<file path="src/rtl/core/id3tfe_pkg.sv">
package id3tfe_pkg;

	// Parse phases
	localparam logic [2:0] PH_HDR      = 3'd0;
	localparam logic [2:0] PH_EXT_SIZE = 3'd1;
	localparam logic [2:0] PH_EXT_SKIP = 3'd2;
	localparam logic [2:0] PH_FHDR     = 3'd3;
	localparam logic [2:0] PH_FPAY     = 3'd4;
	localparam logic [2:0] PH_DONE     = 3'd5;
	localparam logic [2:0] PH_ERR      = 3'd6;

	// Result kinds
	localparam logic [1:0] KIND_TEXT  = 2'd0;
	localparam logic [1:0] KIND_EMPTY = 2'd1;
	localparam logic [1:0] KIND_DONE  = 2'd2;
	localparam logic [1:0] KIND_ERROR = 2'd3;

	// Field ids
	localparam logic [1:0] FID_TITLE  = 2'd0;
	localparam logic [1:0] FID_ALBUM  = 2'd1;
	localparam logic [1:0] FID_ARTIST = 2'd2;

	localparam logic [7:0]  BYTE_T     = 8'h54;
	localparam logic [23:0] ID_IT2     = 24'h495432;
	localparam logic [23:0] ID_ALB     = 24'h414C42;
	localparam logic [23:0] ID_PE1     = 24'h504531;
	localparam logic [7:0]  HDR_UNSYNC_BIT = 8'b1000_0000;
	localparam logic [7:0]  FLAG_EXT    = 8'b0100_0000;
	localparam logic [7:0]  FLAG_SKIP   = 8'b1100_0000;
	localparam logic [28:0] HDR_LEN     = 29'd10;

	// Result queue geometry
	localparam int FIFO_DEPTH = 4;
	localparam int FIFO_AW    = $clog2(FIFO_DEPTH);
	localparam int FIFO_CW    = $clog2(FIFO_DEPTH + 1);

	typedef struct packed {
		logic [1:0]  kind;
		logic [1:0]  fid;
		logic [7:0]  tbyte;
		logic        last;
		logic [28:0] total;
	} result_t;

	typedef struct packed {
		logic [2:0]  phase;
		logic [3:0]  header_index;
		logic [27:0] tag_size;
		logic [27:0] payload_offset;
		logic        unsync_flag;
		logic        ext_header_flag;
		logic [31:0] size_acc;
		logic [27:0] skip_target;
		logic [3:0]  fhdr_index;
		logic [23:0] frame_id;
		logic [31:0] frame_remaining;
		logic        frame_skip;
		logic [1:0]  selected_field;
		logic        stripping_zeros;
	} parse_st_t;

	localparam parse_st_t ST_RESET = '{
		phase: PH_HDR, header_index: 4'd0, tag_size: 28'd0, payload_offset: 28'd0,
		unsync_flag: 1'b0, ext_header_flag: 1'b0, size_acc: 32'd0, skip_target: 28'd0,
		fhdr_index: 4'd0, frame_id: 24'd0, frame_remaining: 32'd0, frame_skip: 1'b0,
		selected_field: FID_TITLE, stripping_zeros: 1'b1
	};

	// Drop the top bit of each byte and pack the 7-bit groups
	function automatic logic [27:0] desync(input logic [31:0] a);
		desync = {a[30:24], a[22:16], a[14:8], a[6:0]};
	endfunction

endpackage

</file>
<file path="src/rtl/core/id3v2_text_frame_extractor_core.sv">
// Channel | Direction | Handshake          | Word
// input   | in        | in_valid/in_stall   | tag_byte, first_byte
// output  | out       | out_valid/out_stall | result_kind, field_id, text_byte,
//         |           |                     | frame_last, tag_total_size
//
// One tag byte is taken per cycle while in_stall is low; its results land in the result
// queue at the same edge and can leave from the next cycle, one word per cycle while out_stall is low.
// A byte can give up to two results; in_stall rises while the four-entry
// result queue has fewer than two free entries.
// arst_n clears the parse state to the header phase and empties the queue.
// out_stall only holds the queue head; parsing runs on while space remains.
module id3v2_text_frame_extractor_core (
	input  logic        clk,
	input  logic        arst_n,
	input  logic        in_valid,
	output logic        in_stall,
	input  logic [7:0]  tag_byte,
	input  logic        first_byte,
	output logic        out_valid,
	input  logic        out_stall,
	output logic [1:0]  result_kind,
	output logic [1:0]  field_id,
	output logic [7:0]  text_byte,
	output logic        frame_last,
	output logic [28:0] tag_total_size
);
	import id3tfe_pkg::*;

	parse_st_t          st_q;
	parse_st_t          st_nxt;
	logic [1:0]         res_cnt;
	result_t            res0;
	result_t            res1;
	result_t            head;
	logic [FIFO_CW-1:0] count;
	logic               in_acc;
	logic               out_acc;
	logic [1:0]         push_cnt;

	// Take a byte only while two queue entries are free
	assign in_stall = (count > FIFO_CW'(FIFO_DEPTH - 2));
	assign in_acc   = in_valid && !in_stall;
	assign out_valid = (count != '0);
	assign out_acc   = out_valid && !out_stall;
	assign push_cnt  = in_acc ? res_cnt : 2'd0;

	// Next-state and result logic for the byte at the port
	id3tfe_step u_step (
		.st         (st_q),
		.tag_byte   (tag_byte),
		.first_byte (first_byte),
		.nxt        (st_nxt),
		.res_cnt    (res_cnt),
		.res0       (res0),
		.res1       (res1)
	);

	// Advance the parse state on every accepted byte
	always_ff @(posedge clk or negedge arst_n) begin
		if (!arst_n) begin
			st_q <= ST_RESET;
		end else if (in_acc) begin
			st_q <= st_nxt;
		end
	end

	// Result queue decouples the input from output back-pressure
	id3tfe_res_fifo u_fifo (
		.clk      (clk),
		.arst_n   (arst_n),
		.push_cnt (push_cnt),
		.push0    (res0),
		.push1    (res1),
		.pop      (out_acc),
		.head     (head),
		.count    (count)
	);

	assign result_kind    = head.kind;
	assign field_id       = head.fid;
	assign text_byte      = head.tbyte;
	assign frame_last     = head.last;
	assign tag_total_size = head.total;

	a_stall_room: assert property (@(posedge clk) disable iff (!arst_n)
		!in_stall |-> (count <= FIFO_CW'(FIFO_DEPTH - 2)))
		else $error("byte accepted without room for two results");

	a_done_holds: assert property (@(posedge clk) disable iff (!arst_n)
		(in_acc && !first_byte && (st_q.phase == PH_DONE || st_q.phase == PH_ERR))
		|-> (res_cnt == 2'd0))
		else $error("result after tag end without restart");

	a_err_alone: assert property (@(posedge clk) disable iff (!arst_n)
		(res_cnt == 2'd2) |-> (res1.kind == KIND_DONE && res0.kind != KIND_ERROR))
		else $error("bad result pair");

endmodule

</file>
<file path="src/rtl/core/id3tfe_step.sv">
module id3tfe_step (
	input  id3tfe_pkg::parse_st_t st,
	input  logic [7:0]            tag_byte,
	input  logic                  first_byte,
	output id3tfe_pkg::parse_st_t nxt,
	output logic [1:0]            res_cnt,
	output id3tfe_pkg::result_t   res0,
	output id3tfe_pkg::result_t   res1
);
	import id3tfe_pkg::*;

	parse_st_t   cur;
	logic        has_first;
	logic        has_done;
	result_t     first_res;
	result_t     done_res;
	logic [27:0] off_n;
	logic [31:0] acc_n;
	logic [3:0]  hi_n;
	logic [27:0] ext_sz;
	logic [31:0] rem_n;
	logic [32:0] frame_end;
	logic        skip_n;

	always_comb begin
		cur       = first_byte ? ST_RESET : st;
		nxt       = cur;
		has_first = 1'b0;
		has_done  = 1'b0;
		first_res = '0;
		off_n     = cur.payload_offset + 28'd1;
		acc_n     = {cur.size_acc[23:0], tag_byte};
		hi_n      = cur.header_index + 4'd1;
		ext_sz    = desync(acc_n);
		rem_n     = cur.frame_remaining - 32'd1;
		frame_end = '0;
		skip_n    = 1'b0;

		unique case (cur.phase)
			PH_HDR: begin
				if (cur.header_index == 4'd5) begin
					nxt.unsync_flag     = |(tag_byte & HDR_UNSYNC_BIT);
					nxt.ext_header_flag = |(tag_byte & FLAG_EXT);
				end
				if (cur.header_index >= 4'd6)
					nxt.size_acc = acc_n;
				if (cur.header_index >= 4'd9) begin
					nxt.tag_size     = desync(acc_n);
					nxt.size_acc     = '0;
					nxt.header_index = '0;
					if (cur.ext_header_flag) begin
						if (nxt.tag_size < 28'd4) begin
							nxt.phase  = PH_ERR;
							has_first  = 1'b1;
							first_res.kind = KIND_ERROR;
						end else begin
							nxt.phase = PH_EXT_SIZE;
						end
					end else if (nxt.tag_size == 28'd0) begin
						nxt.phase = PH_DONE;
						has_done  = 1'b1;
					end else begin
						nxt.phase = PH_FHDR;
					end
				end else begin
					nxt.header_index = hi_n;
				end
			end
			PH_EXT_SIZE: begin
				nxt.payload_offset = off_n;
				nxt.size_acc       = acc_n;
				nxt.header_index   = hi_n;
				if (hi_n >= 4'd4) begin
					nxt.skip_target  = ext_sz;
					nxt.size_acc     = '0;
					nxt.header_index = '0;
					if (ext_sz < 28'd4) begin
						nxt.phase      = PH_ERR;
						has_first      = 1'b1;
						first_res.kind = KIND_ERROR;
					end else if (off_n >= cur.tag_size) begin
						nxt.phase = PH_DONE;
						has_done  = 1'b1;
					end else begin
						nxt.phase = (ext_sz == 28'd4) ? PH_FHDR : PH_EXT_SKIP;
					end
				end
			end
			PH_EXT_SKIP: begin
				nxt.payload_offset = off_n;
				if (off_n >= cur.tag_size) begin
					nxt.phase = PH_DONE;
					has_done  = 1'b1;
				end else if (off_n >= cur.skip_target) begin
					nxt.phase = PH_FHDR;
				end
			end
			PH_FHDR: begin
				nxt.payload_offset = off_n;
				if (cur.fhdr_index >= 4'd1 && cur.fhdr_index <= 4'd3)
					nxt.frame_id = {cur.frame_id[15:0], tag_byte};
				if (cur.fhdr_index >= 4'd4 && cur.fhdr_index <= 4'd7)
					nxt.size_acc = acc_n;
				if (cur.fhdr_index == 4'd0 && tag_byte != BYTE_T) begin
					nxt.phase      = PH_ERR;
					has_first      = 1'b1;
					first_res.kind = KIND_ERROR;
				end else if (cur.fhdr_index < 4'd9) begin
					nxt.fhdr_index = cur.fhdr_index + 4'd1;
					if (off_n >= cur.tag_size) begin
						nxt.phase      = PH_ERR;
						has_first      = 1'b1;
						first_res.kind = KIND_ERROR;
					end
				end else begin
					nxt.fhdr_index      = '0;
					nxt.frame_remaining = cur.unsync_flag ? {4'd0, desync(cur.size_acc)}
					                                      : cur.size_acc;
					nxt.size_acc        = '0;
					frame_end = {5'd0, off_n} + {1'b0, nxt.frame_remaining};
					// select field by identifier; anything else is skipped
					priority if (cur.frame_id == ID_IT2) begin
						nxt.selected_field = FID_TITLE;
					end else if (cur.frame_id == ID_ALB) begin
						nxt.selected_field = FID_ALBUM;
					end else if (cur.frame_id == ID_PE1) begin
						nxt.selected_field = FID_ARTIST;
					end else begin
						nxt.selected_field = FID_TITLE;
						skip_n = 1'b1;
					end
					if (|(tag_byte & FLAG_SKIP))
						skip_n = 1'b1;
					nxt.frame_skip      = skip_n;
					nxt.stripping_zeros = 1'b1;
					if (frame_end > {5'd0, cur.tag_size}) begin
						nxt.phase      = PH_ERR;
						has_first      = 1'b1;
						first_res.kind = KIND_ERROR;
					end else if (nxt.frame_remaining == 32'd0) begin
						if (!skip_n) begin
							has_first      = 1'b1;
							first_res.kind = KIND_EMPTY;
							first_res.fid  = nxt.selected_field;
						end
						if (off_n >= cur.tag_size) begin
							nxt.phase = PH_DONE;
							has_done  = 1'b1;
						end
					end else begin
						nxt.phase = PH_FPAY;
					end
				end
			end
			PH_FPAY: begin
				nxt.payload_offset  = off_n;
				nxt.frame_remaining = rem_n;
				if (!cur.frame_skip) begin
					if (cur.stripping_zeros && tag_byte == 8'd0) begin
						if (rem_n == 32'd0) begin
							has_first      = 1'b1;
							first_res.kind = KIND_EMPTY;
							first_res.fid  = cur.selected_field;
						end
					end else begin
						nxt.stripping_zeros = 1'b0;
						has_first       = 1'b1;
						first_res.kind  = KIND_TEXT;
						first_res.fid   = cur.selected_field;
						first_res.tbyte = tag_byte;
						first_res.last  = (rem_n == 32'd0);
					end
				end
				if (rem_n == 32'd0) begin
					if (off_n >= cur.tag_size) begin
						nxt.phase = PH_DONE;
						has_done  = 1'b1;
					end else begin
						nxt.phase = PH_FHDR;
					end
				end
			end
			default: begin
				// done or error: hold until the next first byte
			end
		endcase

		done_res       = '0;
		done_res.kind  = KIND_DONE;
		done_res.total = {1'b0, nxt.tag_size} + HDR_LEN;
	end

	assign res_cnt = {1'b0, has_first} + {1'b0, has_done};
	assign res0    = has_first ? first_res : done_res;
	assign res1    = done_res;

endmodule

</file>
<file path="src/rtl/core/id3tfe_res_fifo.sv">
module id3tfe_res_fifo (
	input  logic                             clk,
	input  logic                             arst_n,
	input  logic [1:0]                       push_cnt,
	input  id3tfe_pkg::result_t              push0,
	input  id3tfe_pkg::result_t              push1,
	input  logic                             pop,
	output id3tfe_pkg::result_t              head,
	output logic [id3tfe_pkg::FIFO_CW-1:0]   count
);
	import id3tfe_pkg::*;

	result_t              mem [FIFO_DEPTH];
	logic [FIFO_AW-1:0]   wr_ptr_q;
	logic [FIFO_AW-1:0]   rd_ptr_q;
	logic [FIFO_CW-1:0]   count_q;
	logic [FIFO_AW-1:0]   wr_ptr_p1;

	assign wr_ptr_p1 = wr_ptr_q + FIFO_AW'(1);

	always_ff @(posedge clk) begin
		if (push_cnt != 2'd0)
			mem[wr_ptr_q] <= push0;
		if (push_cnt == 2'd2)
			mem[wr_ptr_p1] <= push1;
	end

	always_ff @(posedge clk or negedge arst_n) begin
		if (!arst_n) begin
			wr_ptr_q <= '0;
			rd_ptr_q <= '0;
			count_q  <= '0;
		end else begin
			wr_ptr_q <= wr_ptr_q + FIFO_AW'(push_cnt);
			if (pop)
				rd_ptr_q <= rd_ptr_q + FIFO_AW'(1);
			count_q <= count_q + FIFO_CW'(push_cnt) - FIFO_CW'(pop);
		end
	end

	assign head  = mem[rd_ptr_q];
	assign count = count_q;

	a_count_bound: assert property (@(posedge clk) disable iff (!arst_n)
		count_q <= FIFO_CW'(FIFO_DEPTH))
		else $error("result queue count beyond depth");

	a_no_overflow: assert property (@(posedge clk) disable iff (!arst_n)
		({1'b0, count_q} + (FIFO_CW+1)'(push_cnt)) <=
		((FIFO_CW+1)'(FIFO_DEPTH) + (FIFO_CW+1)'(pop)))
		else $error("result queue overflow");

	a_push_cnt: assert property (@(posedge clk) disable iff (!arst_n)
		push_cnt != 2'd3)
		else $error("more than two results pushed");

	a_count_track: assert property (@(posedge clk) disable iff (!arst_n)
		(push_cnt == 2'd0 && !pop) |=> $stable(count_q))
		else $error("queue count moved without push or pop");

endmodule

</file>
<file path="config.mk">
export PLATFORM = sky130hd
export DESIGN_NAME = id3v2_text_frame_extractor_core
export DESIGN_NICKNAME = d
export VERILOG_FILES = /design/src/rtl/core/id3tfe_pkg.sv /design/src/rtl/core/id3v2_text_frame_extractor_core.sv /design/src/rtl/core/id3tfe_step.sv /design/src/rtl/core/id3tfe_res_fifo.sv
export SDC_FILE = /design/constraint.sdc
export NUM_CORES = 1
export LEC_CHECK = 0
export BUFFER_PORTS_ARGS = -buffer_cell sky130_fd_sc_hd__buf_4
export CAP_MARGIN = 20
export CORE_MARGIN = 4
export CORE_UTILIZATION = 25
export CTS_BUF_LIST = sky130_fd_sc_hd__clkbuf_8
export DETAILED_ROUTE_END_ITERATION = 10
export HOLD_SLACK_MARGIN = 0.05
export SKIP_LAST_GASP = 1
export SLEW_MARGIN = 5
export SYNTH_ARGS = -nofsm -noshare
export SYNTH_HDL_FRONTEND = slang
export SYNTH_HIERARCHICAL = 1
export SYNTH_SLANG_ARGS = --single-unit
</file>
<file path="constraint.sdc">
create_clock -name clk -period 33.1 [get_ports clk]
set_input_delay 1.655 -clock clk [delete_from_list [all_inputs] [get_ports clk]]
set_output_delay 1.655 -clock clk [all_outputs]
set_load 0.1 [all_outputs]
</file>
### Word level (Yosys, flattened, before mapping)

Memories as Yosys holds them, arrays and structs flattened.
Index checks and enable logic that the tools add are counted.
Widths: inputs -> output; s select.

| word-level totals | value |
|---|---|
| register bits | 196 |
| latch bits | 0 |
| memory bits (writable) | 168 |
| bits in read-only memories | 0 |
| input port bits | 13 |
| output and inout bits | 44 |
| memories kept | 1 |

Memories:

| memory | depth | bits a word | rd ports | clocked after Yosys merged registers in | wr ports | RTL line | source |
|---|---|---|---|---|---|---|---|
| u_fifo.mem | 4 | 42 | 1 | 0 | 2 | id3tfe_res_fifo.sv:13 | `result_t mem [FIFO_DEPTH];` |

| cells by class | value |
|---|---|
| $add $sub $neg | 12 |
| $mul | 0 |
| div/mod/pow operators | 0 |
| $lt $le $gt $ge | 13 |
| eq/ne operators | 11 |
| shift operators | 0 |
| mux-type cells | 108 |
| bitwise logic cells | 0 |
| reduce and logical (&&, ||, !) cells | 18 |

Operator list:

| operator | number |
|---|---|
| $mux 32 | 6 |
| $mux 189 | 1 |
| $mux 28 | 5 |
| $pmux 32 s3 | 1 |
| $eq 24x23->1 const B | 3 |
| $mux 36 | 2 |
| $logic_not 32->1 | 2 |
| $pmux 32 s2 | 1 |
| $mux 3 | 20 |
| $mux 60 | 1 |
| $ge 28x28->1 | 2 |
| $mux 42 | 1 |
| $mux 1 | 37 |
| $mux 2 | 17 |
| $add 28x32->33 | 1 |
| $gt 33x28->1 | 1 |
| $sub 32x1->32 const B | 1 |
| $add 28x4->29 const B | 1 |
| $add 28x1->28 const B | 1 |
| $eq 28x3->1 const B | 1 |
| $logic_not 28->1 | 1 |
| $lt 28x3->1 const B | 1 |
| $mux 24 | 1 |
| $mux 9 | 2 |
| 38 further kinds | 52 |

### Logic depth before layout (Yosys ltp)

| logic depth | value |
|---|---|
| word-level depth | 20 |
| depth in mapped cells | 50 |
| gate-level depth less buffers | 42 |

### Modules after synthesis

Netlist, hierarchy kept.

Modules (own cells, without submodules):

| module | instances | cells each | area each (µm²) | sequential area each (µm²) |
|---|---|---|---|---|
| id3tfe_step | 1 | 1696 | 10923.0 | 0.0 |
| id3tfe_res_fifo | 1 | 446 | 8595.7 | 5220.0 |
| id3v2_text_frame_extractor_core | 1 | 408 | 8042.7 | 4730.8 |

### Worst setup path after synthesis

Ideal clock, no wire load.

| timing | value |
|---|---|
| path type | input port to flip-flop |
| start point | input first_byte |
| end point | memory u_fifo/mem[0][0] (netlist name) (enable) |
| library setup time | 504 ps |
| data arrival time | 13391 ps |
| path slack | 19205 ps |
| stages on the path | 45 |
| buffers on the path | 8 |
| path through | buf_2 > clkinv_1 > clkbuf_1 > clkbuf_1 > clkbuf_1 > clkbuf_1 > clkbuf_1 > nand2_1 > inv_1 > ha_1 > nand3_2 > nor4_4 > nand3_1 > nor2_1 > nand3_1 > or2_2 > nor2_1 > xnor2_1 > [... 9 more ...] > xor2_1 > ha_1 > a22o_1 > nor4_1 > o21ai_0 > or3_1 > o21ai_0 > o2111ai_1 > nor4b_2 > and4_4 > a21oi_4 > or2_2 > ha_1 > inv_1 > nor2_1 > buf_4 > nor2_1 > o31ai_1 |

RTL lines:

| what | RTL line | source |
|---|---|---|
| start, declared | id3v2_text_frame_extractor_core.sv:18 | `input logic first_byte,` |
| end, declared | id3tfe_res_fifo.sv:13 |  |

==> results.md <==
- Share of the clock period used by the worst path after layout: 0.371
- Maximum vdd ir drop: 0.0000479 V
- Average via count per standard cell: slightly below 5
- Number of warnings issued by yosys: 6
- P&R area growth vs syn: 10.2%
- Total count of hold-check failures in the final report: 0
- Filler cell count: 11400
- Number of hold-repair buffers added at the cts stage: 0
- Synthesized instance count: ~2600
- Maximum fanout encountered on the critical timing path: 63
- GRT Overall Usage: 0.131
- Worst setup skew after layout: around 0.037 ns
- Die area: ~120000 µm²
- IO Port Bufs: 56
- Mean area per synthesized cell: between 10 and 15 µm²
- Post-route antenna net violation count: 0
- Detailed-route via count: slightly above 20000
- Accumulated negative setup slack: 0 ns
- Worst slew pin tran: 1.10 ns
- Final std cell area, no fill: just over 30000 µm²
- I/O pins: 57
- PD cells: between 50 and 60 nW/µm²
- Tightest Hold Check Type: reg2reg
- Max transition margin: 0.268
- Floorplan Core Area: around 110000 µm²
- Final critical delay including setup and external delays: roughly 12 ns
- Final HPWL from detailed placement: approximately 54000 µm
- Post-detailed-placement cell area: roughly 29000 µm²
- Total Wirelength: around 79000 µm
- Sequential cell area fraction in the yosys report: 0.361
- Vertical die dimension: ~340 µm
- Number of detailed-routing iterations run before antenna repair: 8
- Clock latency on the worst-skew pair: around 0.68 ns
- Initial cell density of the core: 0.252
- Setup violations, final: 0
- Routed wire length per instance: 19.3 µm
- CTS tree: yes
- Required time reported for the critical path endpoint: ~33 ns
- Main area contributors after synthesis: sky130_fd_sc_hd__edfxtp_1, sky130_fd_sc_hd__dfrtp_1, sky130_fd_sc_hd__mux2_4, sky130_fd_sc_hd__mux2_2, sky130_fd_sc_hd__ha_1
- Top-area cell type share of the netlist area: 0.183
- Critical path's top delay family: simple AND/OR/NAND/NOR gates
- Type of element capturing the critical path: flop
- Width of the die: 340 µm
- CTS H-tree lvls: 3
- CP arrival: 12.56 ns
- Number of antenna violations at the first check in global routing: 4
- Sum of buffers and inverters on the critical path: 7
- Overall power consumption: approximately 1800 µW
- Num rows: between 100 and 150
- Cell type contributing the most total cell area after synthesis: sky130_fd_sc_hd__edfxtp_1
- Sort of element at the start of the critical path: input port
- Global-route wire length before repair: between 100000 and 150000 µm
- Top FF cell, synth: sky130_fd_sc_hd__dfrtp_1
- GP Congestion: 0.930
- Status: finished, final reports clean
- Unrepaired setup endpoints after global routing: no
- Number of flops mapped to enable cells by yosys: 168
- Achievable frequency: between 80 and 90 MHz
- Total setup buffers inserted after CTS: 0
- Fraction of layout instances using a drive strength above 1: 0.258
- Number of maximum-capacitance constraint violations: 0
- Standby leakage power: 0.0131 µW
- Clock edge transition at the registers on the reported setup and hold paths: 0.06 ns
- Library cell used as clock root buffer: sky130_fd_sc_hd__clkbuf_8
- Number of instances resized during post-cts repair: 0
- Most instantiated cells after synthesis: sky130_fd_sc_hd__nand2_1, sky130_fd_sc_hd__mux2_4, sky130_fd_sc_hd__dfrtp_1
- Number of clock sinks: ~360
- # nets final: between 2000 and 3000
- Vias in the first global route: 19700
- Async S/R FF share, synth: 0.538
- Global route overflow: 0
- Biggest cell delay along the critical path: between 0.5 and 0.6 ns
- Maximum number of pins on one net before global-route repair: between 100 and 150
- Cell type of the slowest stage on the worst timing path: sky130_fd_sc_hd__nor4b_2
- Class of the most critical setup path: in2reg
- Count of pins over their slew limit: 0
- Cts bufs inserted: 70
- Most frequent cell on the critical path: sky130_fd_sc_hd__nor2_1
- Clock Tree Buf Depth: 3
- Unique masters post-synth: between 100 and 150
- Number of design-rule violations left by the first detailed-router iteration: ~2000
- Syn Std Cell Area: roughly 28000 µm²
- Most instantiated library cell after synthesis: sky130_fd_sc_hd__nand2_1
- Number of synthesized register bits: approximately 360
- Number of design rule violations left after detail routing: 0
-- kinds of logic (layout without fill, tap and decap cells) --
kind of cell / Yosys count / count (layout) / synth area share
XOR/XNOR: 118 / 118 / 0.0380
AO/OA/AOI/OAI: 421 / 421 / 0.0988
adder cells (fa/ha/maj): 129 / 129 / 0.0591
other: 2 / 16 / 0.000272
flip-flops: 364 / 364 / 0.361
AND/OR/NAND/NOR: 810 / 810 / 0.156
buffers and inverters: 237 / 285 / 0.0538
multiplexers: 469 / 469 / 0.233
-- cells in the final DEF (no fill, tap or decap), types with 47 or more instances in the layout --
cell type                  synthesis  layout
sky130_fd_sc_hd__nor2_1          169     167
sky130_fd_sc_hd__a21oi_1         125     124
sky130_fd_sc_hd__buf_4            24      92
sky130_fd_sc_hd__nand2_1         258     258
sky130_fd_sc_hd__ha_1            127     127
sky130_fd_sc_hd__nand3_1          70      70
sky130_fd_sc_hd__xnor2_1          72      72
sky130_fd_sc_hd__mux2i_1          65      65
sky130_fd_sc_hd__nor2b_1          48      47
sky130_fd_sc_hd__clkbuf_8          0      77
sky130_fd_sc_hd__mux2_2          163     163
sky130_fd_sc_hd__edfxtp_1        168     168
sky130_fd_sc_hd__o21ai_0         104     104
sky130_fd_sc_hd__dfrtp_1         195     193
sky130_fd_sc_hd__inv_1            65      89
sky130_fd_sc_hd__mux2_4          199     199
-- layer usage --
layer | GRT usage | vias to the layer above | part of all wire
met5 | 0 | - | 0
met4 | 0.0436 | 0 | 0.027
met3 | 0.0188 | 134 | 0.056
met2 | 0.211 | 605 | 0.46
met1 | 0.181 | 10200 | 0.46
li1 | - | 9427 | -
-- final cells by class --
class                      count  area [µm²]  area share
antenna                        3        7.51    0.000247
clock buffer                  77        1060      0.0349
inverter                      66         250     0.00824
tap                         1476        1850      0.0608
multi-input combinational   1960       16200       0.534
sequential                   364        9950       0.328
clock inverter                46         289     0.00951
timing repair buffer          96         747      0.0246
-- flip-flops by register name (all words and copies together) (netlist names) --
name,cells
st_q,189
u_fifo/mem,168
u_fifo/rd_ptr_q,2
u_fifo/count,3
u_fifo/wr_ptr_q,2
-- metrics by stage --
stage	util	cells	setup slack, ns	hold slack [ns]
2_1_floorplan	-	2561	19.20	0.473
3_3_place_gp	0.266	3961	20.44	0.485
3_5_place_dp	0.266	3962	20.29	0.489
4_1_cts	0.278	4085	20.95	0.506
5_1_grt	0.278	4086	20.23	0.520
6_report	0.278	4088	20.82	0.509
-- power breakdown --
group	internal (µW)	switching, µW	leakage [µW]
sequential	498	40.8	0.00436
clock	232	211	0.000784
combinational	293	529	0.00795
-- worst paths after layout --
path / endpoint / startpoint / cells after the start / slack, ns
setup / recovery: u_fifo/mem[2][39] / first_byte / 41 / 20.82
hold / removal: st_q[2] / st_q[2] / 1 / 0.51
setup reg to reg: u_fifo/mem[2][39] / st_q[126] / 39 / 22.07
hold reg to reg: st_q[2] / st_q[2] / 1 / 0.51
max in group asynchronous: u_fifo/rd_ptr_q[1] / arst_n / 3 / 30.10
min in group asynchronous: st_q[23] / arst_n / 1 / 1.03
(Power assumes the default switching activity.)
